===== config.mk =====
export PLATFORM = sky130hd
export DESIGN_NAME = crt_ctrl
export DESIGN_NICKNAME = d
export VERILOG_FILES = /design/src/design/crt_pkg.sv /design/src/design/crt_ctrl.sv
export SDC_FILE = /design/constraint.sdc
export NUM_CORES = 1
export LEC_CHECK = 0
export ABC_AREA = 1
export BUFFER_PORTS_ARGS = -buffer_cell sky130_fd_sc_hd__buf_2
export CAP_MARGIN = 20
export CELL_PAD_IN_SITES_DETAIL_PLACEMENT = 0
export CELL_PAD_IN_SITES_GLOBAL_PLACEMENT = 1
export CORE_MARGIN = 8
export CORE_UTILIZATION = 41
export DETAILED_ROUTE_END_ITERATION = 16
export PLACE_DENSITY_LB_ADDON = 0.1
export REMOVE_ABC_BUFFERS = 1
export SETUP_SLACK_MARGIN = 0.4
export SYNTH_ARGS = -nofsm -noshare
export SYNTH_HDL_FRONTEND = slang
export SYNTH_SLANG_ARGS = --single-unit

===== constraint.sdc =====
create_clock -name clk -period 3.5 [get_ports clk]
set_clock_uncertainty 0.15 [all_clocks]
set_input_delay 0.175 -clock clk [delete_from_list [all_inputs] [get_ports clk]]
set_output_delay 0.175 -clock clk [all_outputs]
set_load 0.03 [all_outputs]

===== src/design/crt_pkg.sv =====
// shared constants and control types for the catmull-rom curve tessellator
`timescale 1ns / 1ps
`default_nettype none

package crt_pkg;

    localparam int COORD_BITS  = 16;
    localparam int MAX_SAMPLES = 64;
    localparam int CFG_W       = 7;
    localparam logic [CFG_W-1:0] CFG_RESET = CFG_W'(20);

    // t is unsigned q0.16
    localparam int T_W = 16;
    // reciprocal 2^16 / n needs one more bit for n = 1
    localparam int Q_W       = T_W + 1;
    localparam int DIV_STEPS = Q_W;
    localparam int CNT_W     = ($clog2(MAX_SAMPLES) > $clog2(DIV_STEPS)) ?
                               $clog2(MAX_SAMPLES) : $clog2(DIV_STEPS);

    // coefficient widths: a = p2-p0, b = 2p0-5p1+4p2-p3, c = -p0+3p1-3p2+p3
    localparam int A_W   = COORD_BITS + 1;
    localparam int B_W   = COORD_BITS + 4;
    localparam int C_W   = COORD_BITS + 3;
    localparam int SUM_W = COORD_BITS + T_W + 8;

    typedef logic signed [COORD_BITS-1:0] coord_t;

    typedef struct packed {
        logic latch_p3;
        logic shift_in;
        logic clear;
        logic div_start;
        logic div_step;
        logic load;
        logic issue;
        logic last;
    } crt_cmd_t;

    typedef struct packed {
        logic pipe_empty;
        logic pipe_en;
    } crt_sts_t;

endpackage

`default_nettype wire


===== src/design/crt_ctrl.sv =====
// controller: config register, window fill, divider and sample sequencing
`timescale 1ns / 1ps
`default_nettype none

module crt_ctrl
    import crt_pkg::*;
(
    input  wire logic             clk,
    input  wire logic             rst_n,
    input  wire logic             cfg_valid,
    input  wire logic [CFG_W-1:0] cfg_data,
    output logic                  cfg_ready,
    input  wire logic             in_valid,
    input  wire logic             start_loop,
    output logic                  in_stall,
    input  wire crt_sts_t         sts,
    output crt_cmd_t              cmd,
    output logic [CFG_W-1:0]      n_eff
);

    typedef enum logic [1:0] {
        ST_IDLE,
        ST_DIV,
        ST_DRAIN,
        ST_ISSUE
    } state_t;

    state_t           state_reg;
    logic [CFG_W-1:0] cfg_reg;
    logic [1:0]       fill_reg;
    logic [CNT_W-1:0] cnt_reg;
    logic [1:0]       fill_eff;
    logic             accept;
    logic             full;
    logic             last_sample;

    assign cfg_ready = 1'b1;
    assign in_stall  = (state_reg != ST_IDLE);
    assign accept    = in_valid && (state_reg == ST_IDLE);
    assign fill_eff  = start_loop ? 2'd0 : fill_reg;
    assign full      = (fill_eff == 2'd3);

    always_comb
    begin
        if (cfg_reg == '0)
        begin
            n_eff = CFG_W'(1);
        end
        else if (cfg_reg > CFG_W'(MAX_SAMPLES))
        begin
            n_eff = CFG_W'(MAX_SAMPLES);
        end
        else
        begin
            n_eff = cfg_reg;
        end
    end

    assign last_sample = (cnt_reg == CNT_W'(n_eff - CFG_W'(1)));

    always_comb
    begin
        cmd.latch_p3  = accept;
        cmd.shift_in  = accept && !full;
        cmd.clear     = start_loop;
        cmd.div_start = accept && full;
        cmd.div_step  = (state_reg == ST_DIV);
        cmd.load      = (state_reg == ST_DRAIN) && sts.pipe_empty;
        cmd.issue     = (state_reg == ST_ISSUE) && sts.pipe_en;
        cmd.last      = cmd.issue && last_sample;
    end

    always_ff @(posedge clk or negedge rst_n)
    begin
        if (!rst_n)
        begin
            state_reg <= ST_IDLE;
            cfg_reg   <= CFG_RESET;
            fill_reg  <= 2'd0;
            cnt_reg   <= '0;
        end
        else
        begin
            if (cfg_valid && cfg_ready)
            begin
                cfg_reg <= cfg_data;
            end

            case (state_reg)
                ST_IDLE:
                begin
                    if (accept)
                    begin
                        if (full)
                        begin
                            state_reg <= ST_DIV;
                            cnt_reg   <= '0;
                        end
                        else
                        begin
                            fill_reg <= fill_eff + 2'd1;
                        end
                    end
                end
                ST_DIV:
                begin
                    cnt_reg <= cnt_reg + CNT_W'(1);
                    if (cnt_reg == CNT_W'(DIV_STEPS - 1))
                    begin
                        state_reg <= ST_DRAIN;
                    end
                end
                ST_DRAIN:
                begin
                    if (sts.pipe_empty)
                    begin
                        state_reg <= ST_ISSUE;
                        cnt_reg   <= '0;
                    end
                end
                ST_ISSUE:
                begin
                    if (sts.pipe_en)
                    begin
                        if (last_sample)
                        begin
                            state_reg <= ST_IDLE;
                        end
                        else
                        begin
                            cnt_reg <= cnt_reg + CNT_W'(1);
                        end
                    end
                end
                default:
                begin
                    state_reg <= ST_IDLE;
                end
            endcase
        end
    end

endmodule

`default_nettype wire


# After elaboration in Yosys (flattened, before gate mapping)
# Index checks and enable logic that the tools add are counted.
# word_totals
reg_bits	17
wordCells	51
inputBits	14
output_inout_bits	17
# op_classes
n_bitwise	1
n_lt_le_gt_ge	1
n_eq_ne	13
n_reduce_logical	13
add_sub_neg	3
muxes	16
# op_table
operator	n
two-way mux 6 bit	5
one-hot mux 6 bit (4 select lines)	1
two-way mux 2 bit	7
two-way mux 7 bit	2
!= test 2 bit (second input constant)	6
one-hot mux 2 bit (4 select lines)	1
greater-than comparator 7 bit (second input constant)	1
logical NOT 7 bit	1
adder 6 x 1 -> 6 bit (second input constant)	1
== test 2 bit (second input constant)	3
== test 6 x 5 -> 1 bit (second input constant)	1
== test 6 bit	1
logical AND 1 bit	6
AND reduction 6 bit	1
subtractor 6 x 1 -> 6 bit (second input constant)	1
AND reduction 5 bit	1
AND reduction 3 bit	1
adder 2 x 1 -> 2 bit (second input constant)	1
== test 2 x 1 -> 1 bit (second input constant)	1
logical NOT 2 bit	1
!= test 2 x 1 -> 1 bit (second input constant)	1
nonzero test 2 bit	1
logical NOT 1 bit	1
inverter 1 bit	1

# Longest topological paths before layout
# Gate-level depths: netlist of the first run.
# logic_depth
word_depth	8
mapped_depth	16
depth_no_buf	16

# Worst setup path after synthesis of the first run
# No wires, ideal clock.
# synth_timing
path_kind	register to output
from	reg cfg_reg[2]
to	out cmd[0] (netlist bit)
stages_incl_launch_ff	11
path_buffers	0
slack_ps	982
required_ps	3175
t_arrival_ps	2193
cell_sequence	dfstp_2 > nor2_1 > nand3_2 > nand2_2 > nand2_4 > ha_1 > xor2_1 > o21ai_0 > nor2_2 > nand3_4 > nor3_1
# synth_lines
element	line_no	rtl
start: declaration	crt_ctrl.sv:29	logic [CFG_W-1:0] cfg_reg;
start signal: assignment	crt_ctrl.sv:86	cfg_reg <= cfg_data;
end: declaration	crt_ctrl.sv:17	output crt_cmd_t cmd,

==> impl_metrics.toml, run 1 <==
[placement]
io_buffers = 29
place_hpwl_um = 2360
dp.cells = 246
place_congestion = 0.879

[global_routing]
grt_overflow = 0
grt_max_degree = 18
top_usage_layer = "met2"
grtUsageMet3_pct = 2.62
grt_pass1_wl_um = 5330
antenna_found_initial = 0
use_met1_pct = 15.4
use_met2_pct = 20.5
grtUsageTotal_pct = 12.5
grt_pass1_vias = 1228

[synth]
syn_inst = 179
netlist_area_mm2 = 0.00131
synthTopCellsByArea = "dfrtp_1, nand2_1, ha_1"
yosys_most_used_dff = "dfrtp_1"
synthTopCellsByCount = "nand2_1, inv_1, nor2_1, nand3_1, dfrtp_1"
yosysTopAreaCell = "dfrtp_1"
ys_async_sr_fraction_pct = 100
synth-edff-count = 0
synth_top_area_share_pct = 28.7
yosysMostFrequentCell = "nand2_1"
synth-seq-cells = 17
ys_seq_area_share_pct = 32.7
yosys_warnings = 0
syn_avg_cell_area_um2 = 7.32
synth_cell_types = 34

[die]
die_h_um = 72.5
core_mm2 = 0.00305
start_util_pct = 42.9
num_rows = 20
ios = 31
dieWidth_um = 72.5
die_area_mm2 = 0.00526

[timing]
rsz0062_at_grt = "no"
finalSetupTns_ps = 0
fin_crit_ps = 2640
hold-worst-slack_ps = 52.3
setup_viol = 0
hold_viol = 0
fmax_ghz = 0.379
maxSlewViolCount = 0
min_period_over_period_pct = 75.4

[clock_tree]
clockBufferDepth = 2
clk_pin_slew_worst_paths_ps = 100
htreeDepth = 1
clock_latency_ps = 280
cts_buffers = 3
cts_resized = 0
cts.sinks = 17
cts-root-buf = "clkbuf_4"
cts_tree = "built"

[cells_and_area]
largest_reg_flops = 7
nNetsFinal = 237
diodes = 0
final_cells = 258
drive_gt1_share_pct = 25.2
fillers = 305
area_growth_pct = 20.7

[route]
ant_nets = 0
routed_wl_um = 3080
drt_iter0_drc = 88
wl_per_cell_um = 11.9
vias = 1185
drc = 0
drt_pre_antenna_iters = 4
viasPerCell = 4.59

[worst_setup_path]
critPathRequiredTime_ps = 3170
r2r_start = "cfg_reg[1]"
start_kind = "flip-flop"
end_kind = "output port"
crit_arrival_ps = 2320
r2r_setup_slack_ps = 1210
critPathKind = "flip-flop to output port"
r2r-end = "cnt_reg[3]"
r2r_cells = 14
cp_max_fo = 7

[pwr]
ir_drop_mv = 0.309
power_leakage_nw = 0.881
cellPowerDensity_mw_per_mm2 = 543

[worst_hold_path]
holdPathEnd = "fill_reg[0]"
min_from = "start_loop"
min_path_cells = 3
hp-class = "input port to flip-flop"

[outcome]
outcome = "finished, final reports clean"

[flow_run]
drv_cap = 0
[cell type report]
| class | instances | area [um2] | share of cell area (%) |
|---|---|---|---|
| multi-input cells | 129 | 746 | 47.2 |
| flip-flops and latches | 17 | 428 | 27.1 |
| repair buffers | 37 | 225 | 14.2 |
| inverters | 27 | 101 | 6.41 |
| well taps | 44 | 55.1 | 3.48 |
| clock buffers | 4 | 26.3 | 1.66 |
[worst max-delay path, stage by stage, from the launching register on]
cell	delay [ps]
dfrtp_1	440
nor2_1	130
nand3_2	120
nand2_4	110
nand2_1	80
ha_1	300
xor2_1	130
o21ai_0	110
nor2_2	130
nand3_4	120
nor3_1	140
buf_2	230
[layout by cell type, fill, tap and decap left out, drive strengths merged]
cell / count
nor4: 1
nand2: 53
or2: 1
inv: 27
o21ai: 8
dfstp: 2
mux2: 4
nand3b: 1
a21boi: 1
ha: 8
xor2: 4
dlygate4sd3: 8
conb: 1
o21bai: 1
dfrtp: 15
nand3: 18
xnor2: 1
clkbuf: 4
nor2: 19
nand4: 2
buf: 29
nor3: 1
o22ai: 1
a21oi: 4
[power breakdown]
group / internal, mW / switching [mW] / leakage, nW
combinational: 0.157 / 0.319 / 0.655
sequential: 0.237 / 0.0408 / 0.211
clock: 0.0442 / 0.0597 / 0.0150
total: 0.438 / 0.420 / 0.881
[timing repair]
action / in CTS / in global routing
endpoints found under the hold margin: 24 / 0
buffers inserted: 0 / 0
hold buffers: 8 / 0
[how the worst max path moves through the flow]
stage,startpoint,endpoint,slack [ps]
after floorplan,cfg_reg[6],cmd[0],930
after global placement,cfg_reg[1],cmd[0],1150
after detailed placement,cfg_reg[1],cmd[0],1180
after CTS,cfg_reg[3],cmd[0],840
after global routing,cfg_reg[1],cmd[0],640
final,cfg_reg[1],cmd[0],860
[logic make-up (layout without fill, tap and decap cells)]
| group | Yosys count | after routing | share of synthesized area (%) |
|---|---|---|---|
| and+or+nand+nor | 96 | 96 | 35.1 |
| buffers and inverters | 33 | 68 | 10.4 |
| DFF | 17 | 17 | 32.7 |
| AOI/OAI and AO/OA | 15 | 15 | 7.07 |
| adders and majority gates | 8 | 8 | 7.64 |
| xor gates and xnor gates | 5 | 5 | 3.34 |
| muxes | 4 | 4 | 3.44 |
| other | 1 | 1 | 0.286 |
[per-stage QoR]
stage	utilization, %	total power, mW	instance area [um2]	setup slack [ps]
finish	51.8	0.858	1580	860
CTS	51.8	0.870	1580	835
global route	51.8	0.940	1580	642
detailed placement	48.3	0.754	1480	1180
floorplan	-	0.635	1270	928
global placement	48.3	0.749	1480	1150
[metal layers]
layer  share of wire, %  vias up
met5                  0        -
met4                1.2        0
met3                4.5        4
met2                 47       26
met1                 47      528
li1                   -      627
No activity file was read; power rests on OpenSTA's default activity.
==> run 2, diff against run 1 <==
--- a/config.mk
+++ b/config.mk
@@ -11,7 +11,7 @@
 export CELL_PAD_IN_SITES_DETAIL_PLACEMENT = 0
 export CELL_PAD_IN_SITES_GLOBAL_PLACEMENT = 1
 export CORE_MARGIN = 8
-export CORE_UTILIZATION = 41
+export CORE_UTILIZATION = 34
 export DETAILED_ROUTE_END_ITERATION = 16
 export PLACE_DENSITY_LB_ADDON = 0.1
 export REMOVE_ABC_BUFFERS = 1
==> constraint.sdc (replaced) <==
create_clock -name clk -period 2.4 [get_ports clk]
set_clock_uncertainty 0.15 [all_clocks]
set_input_delay 0.12 -clock clk [delete_from_list [all_inputs] [get_ports clk]]
set_output_delay 0.12 -clock clk [all_outputs]
set_load 0.03 [all_outputs]
==> run 2 against run 1 <==
  * Combinational power rose by 63%
  * Via count rose by 3.4%
  * Sequential cell count did not move
  * Core utilization fell by 4.9 points
  * Die area rose by 16%
  * First-iteration DRC count fell by 22%
  * Largest cell class unchanged
  * Highest routed layer unchanged
==> impl_metrics.toml, run 2 (synthesis gave the netlist of run 1 again) <==
[pwr]
cellPowerDensity_mw_per_mm2 = 809
power.total_mw = 1.40
power_leakage_nw = 0.948
ir_drop_mv = 0.526

[outcome]
outcome = "finished, final reports clean"

[timing]
hold-worst-slack_ps = 26.4
hold_viol = 0
finalSetupTns_ps = 0
maxSlewViolCount = 0
rsz0062_at_grt = "yes"
setup_viol = 0
fin_crit_ps = 2380
layout_setup_ws_ps = 19.5
min_period_over_period_pct = 99.2
fmax_ghz = 0.420

[global_routing]
grt_overflow = 0
antenna_found_initial = 0
grt_max_degree = 18
grt_pass1_vias = 1345
grtUsageTotal_pct = 11.7
grt_pass1_wl_um = 5880

[die]
dieWidth_um = 78.1
core_mm2 = 0.00369
start_util_pct = 35.5
die_h_um = 78.1
num_rows = 22
ios = 31
die_area_mm2 = 0.00609

[clock_tree]
clk_pin_slew_worst_paths_ps = 60
clockBufferDepth = 2
cts_tree = "built"
cts_buffers = 3
htreeDepth = 1
clock_latency_ps = 260
cts-root-buf = "clkbuf_8"
cts.sinks = 17

[worst_setup_path]
cpPeakStageDelay_ps = 390
r2r_cells = 15
critPathRequiredTime_ps = 2130
crit_family = "simple AND/OR/NAND/NOR gates"
start_kind = "flip-flop"
r2r_setup_slack_ps = 120
cp_cell_sequence = "nor2_2 -> nand3_2 -> nand2_2 -> nand2_4 -> ha_4 -> xor2_1 -> o21ai_1 -> nor2_2 -> nand3_4 -> nor3_4 -> buf_6"
crit_arrival_ps = 2110
cp_max_fo = 2
r2r-end = "cnt_reg[4]"
worst_path_most_repeated_cell = "nor2_2"
end_kind = "output port"
critPathSlowestCell = "dfrtp_1"
worstPathBufferInverterCount = 1
r2r_start = "cfg_reg[1]"
critPathKind = "flip-flop to output port"

[cells_and_area]
diodes = 0
area_growth_pct = 32.0
largest_reg_flops = 7
drive_gt1_share_pct = 32.0
most-common-layout-cells = "nand2_1, buf_2, inv_1, nand3_1"
fillers = 395
final_common_cell = "nand2_1"
nNetsFinal = 245

[worst_hold_path]
hp-class = "input port to flip-flop"
holdPathEnd = "fill_reg[0]"
min_path_cells = 3
min_from = "start_loop"

[route]
drt_iter0_drc = 69
routed_wl_um = 3320
drt_pre_antenna_iters = 4
drc = 0
ant_nets = 0
vias = 1225
wl_per_cell_um = 12.3
viasPerCell = 4.54

[flow_run]
drv_cap = 0

[placement]
pre_cts_ws_ps = 87.7
place_hpwl_um = 2550
place_congestion = 0.815
io_buffers = 29
run 2: cell count changes in the layout (fill, tap and decap cells not counted), moves of 2 or more:
cell      previous run  this run
buf_4                0         7
nand2_1             47        42
nand2_2              2         6
clkbuf_4             3         0
clkbuf_8             0         3
buf_6                0         2
nor2_1              17        15
nor2_2               1         3
run 2: layout make-up:
class / count / area (um2) / share of cell area [%]
inverters: 27 / 101 / 5.86
clock buffers: 4 / 45.0 / 2.60
repair buffers: 45 / 295 / 17.1
well taps: 48 / 60.1 / 3.47
multi-input cells: 129 / 800 / 46.2
flip-flops and latches: 17 / 428 / 24.7
run 2: layer usage:
metal / part of all wire, % / track usage, %
met1: 50 / 14.9
met4: 1.9 / 4.44
met5: 0 / 0
met2: 45 / 18.6
met3: 3.1 / 2.62
run 2: how the worst max path moves through the flow:
stage               slack (ps)           end  cells past startpoint       start
floorplan                 -120        cmd[0]                      6  cfg_reg[6]
global placement           140    cnt_reg[2]                     16  cfg_reg[1]
detailed placement          90  state_reg[1]                     13  cfg_reg[1]
CTS                         10        cmd[0]                     13  cfg_reg[2]
global route              -140        cmd[0]                     11  cfg_reg[1]
finish                      20        cmd[0]                     11  cfg_reg[1]
run 2: power by group:
part | internal (mW) | total [mW] | switching (mW) | leakage [nW]
clock network | 0.118 | 0.219 | 0.101 | 0.0228
registers | 0.347 | 0.403 | 0.0559 | 0.211
logic | 0.275 | 0.778 | 0.503 | 0.714
run 2: worst reg2reg max path, stage by stage, from the launching register on:
cell,delay (ps)
dfrtp_1,390
nor2_2,130
nand3_2,130
nand2_2,120
nand2_4,60
ha_4,260
xor2_1,140
o21ai_1,90
nor2_2,120
nand3_4,100
buf_6,140
nor2_4,90
nand2_4,90
nand2_4,110
nand2_2,50
nand2_2,60
run 2: repair_timing:
action                                 in CTS  in global routing
gates resized for setup                     9                  8
endpoints found under the hold margin      24                  0
buffers inserted                            5                  0
pin swaps                                   9                  6
setup endpoints to repair                   9                  9
hold buffers                                8                  0
run 2: through the flow:
| stage | cell area [um2] | instances | utilization (%) |
|---|---|---|---|
| after floorplan | 1270 | 173 | - |
| after global placement | 1500 | 253 | 40.7 |
| after detailed placement | 1500 | 253 | 40.7 |
| after CTS | 1700 | 270 | 46.0 |
| after global routing | 1730 | 270 | 46.9 |
| final | 1730 | 270 | 46.9 |
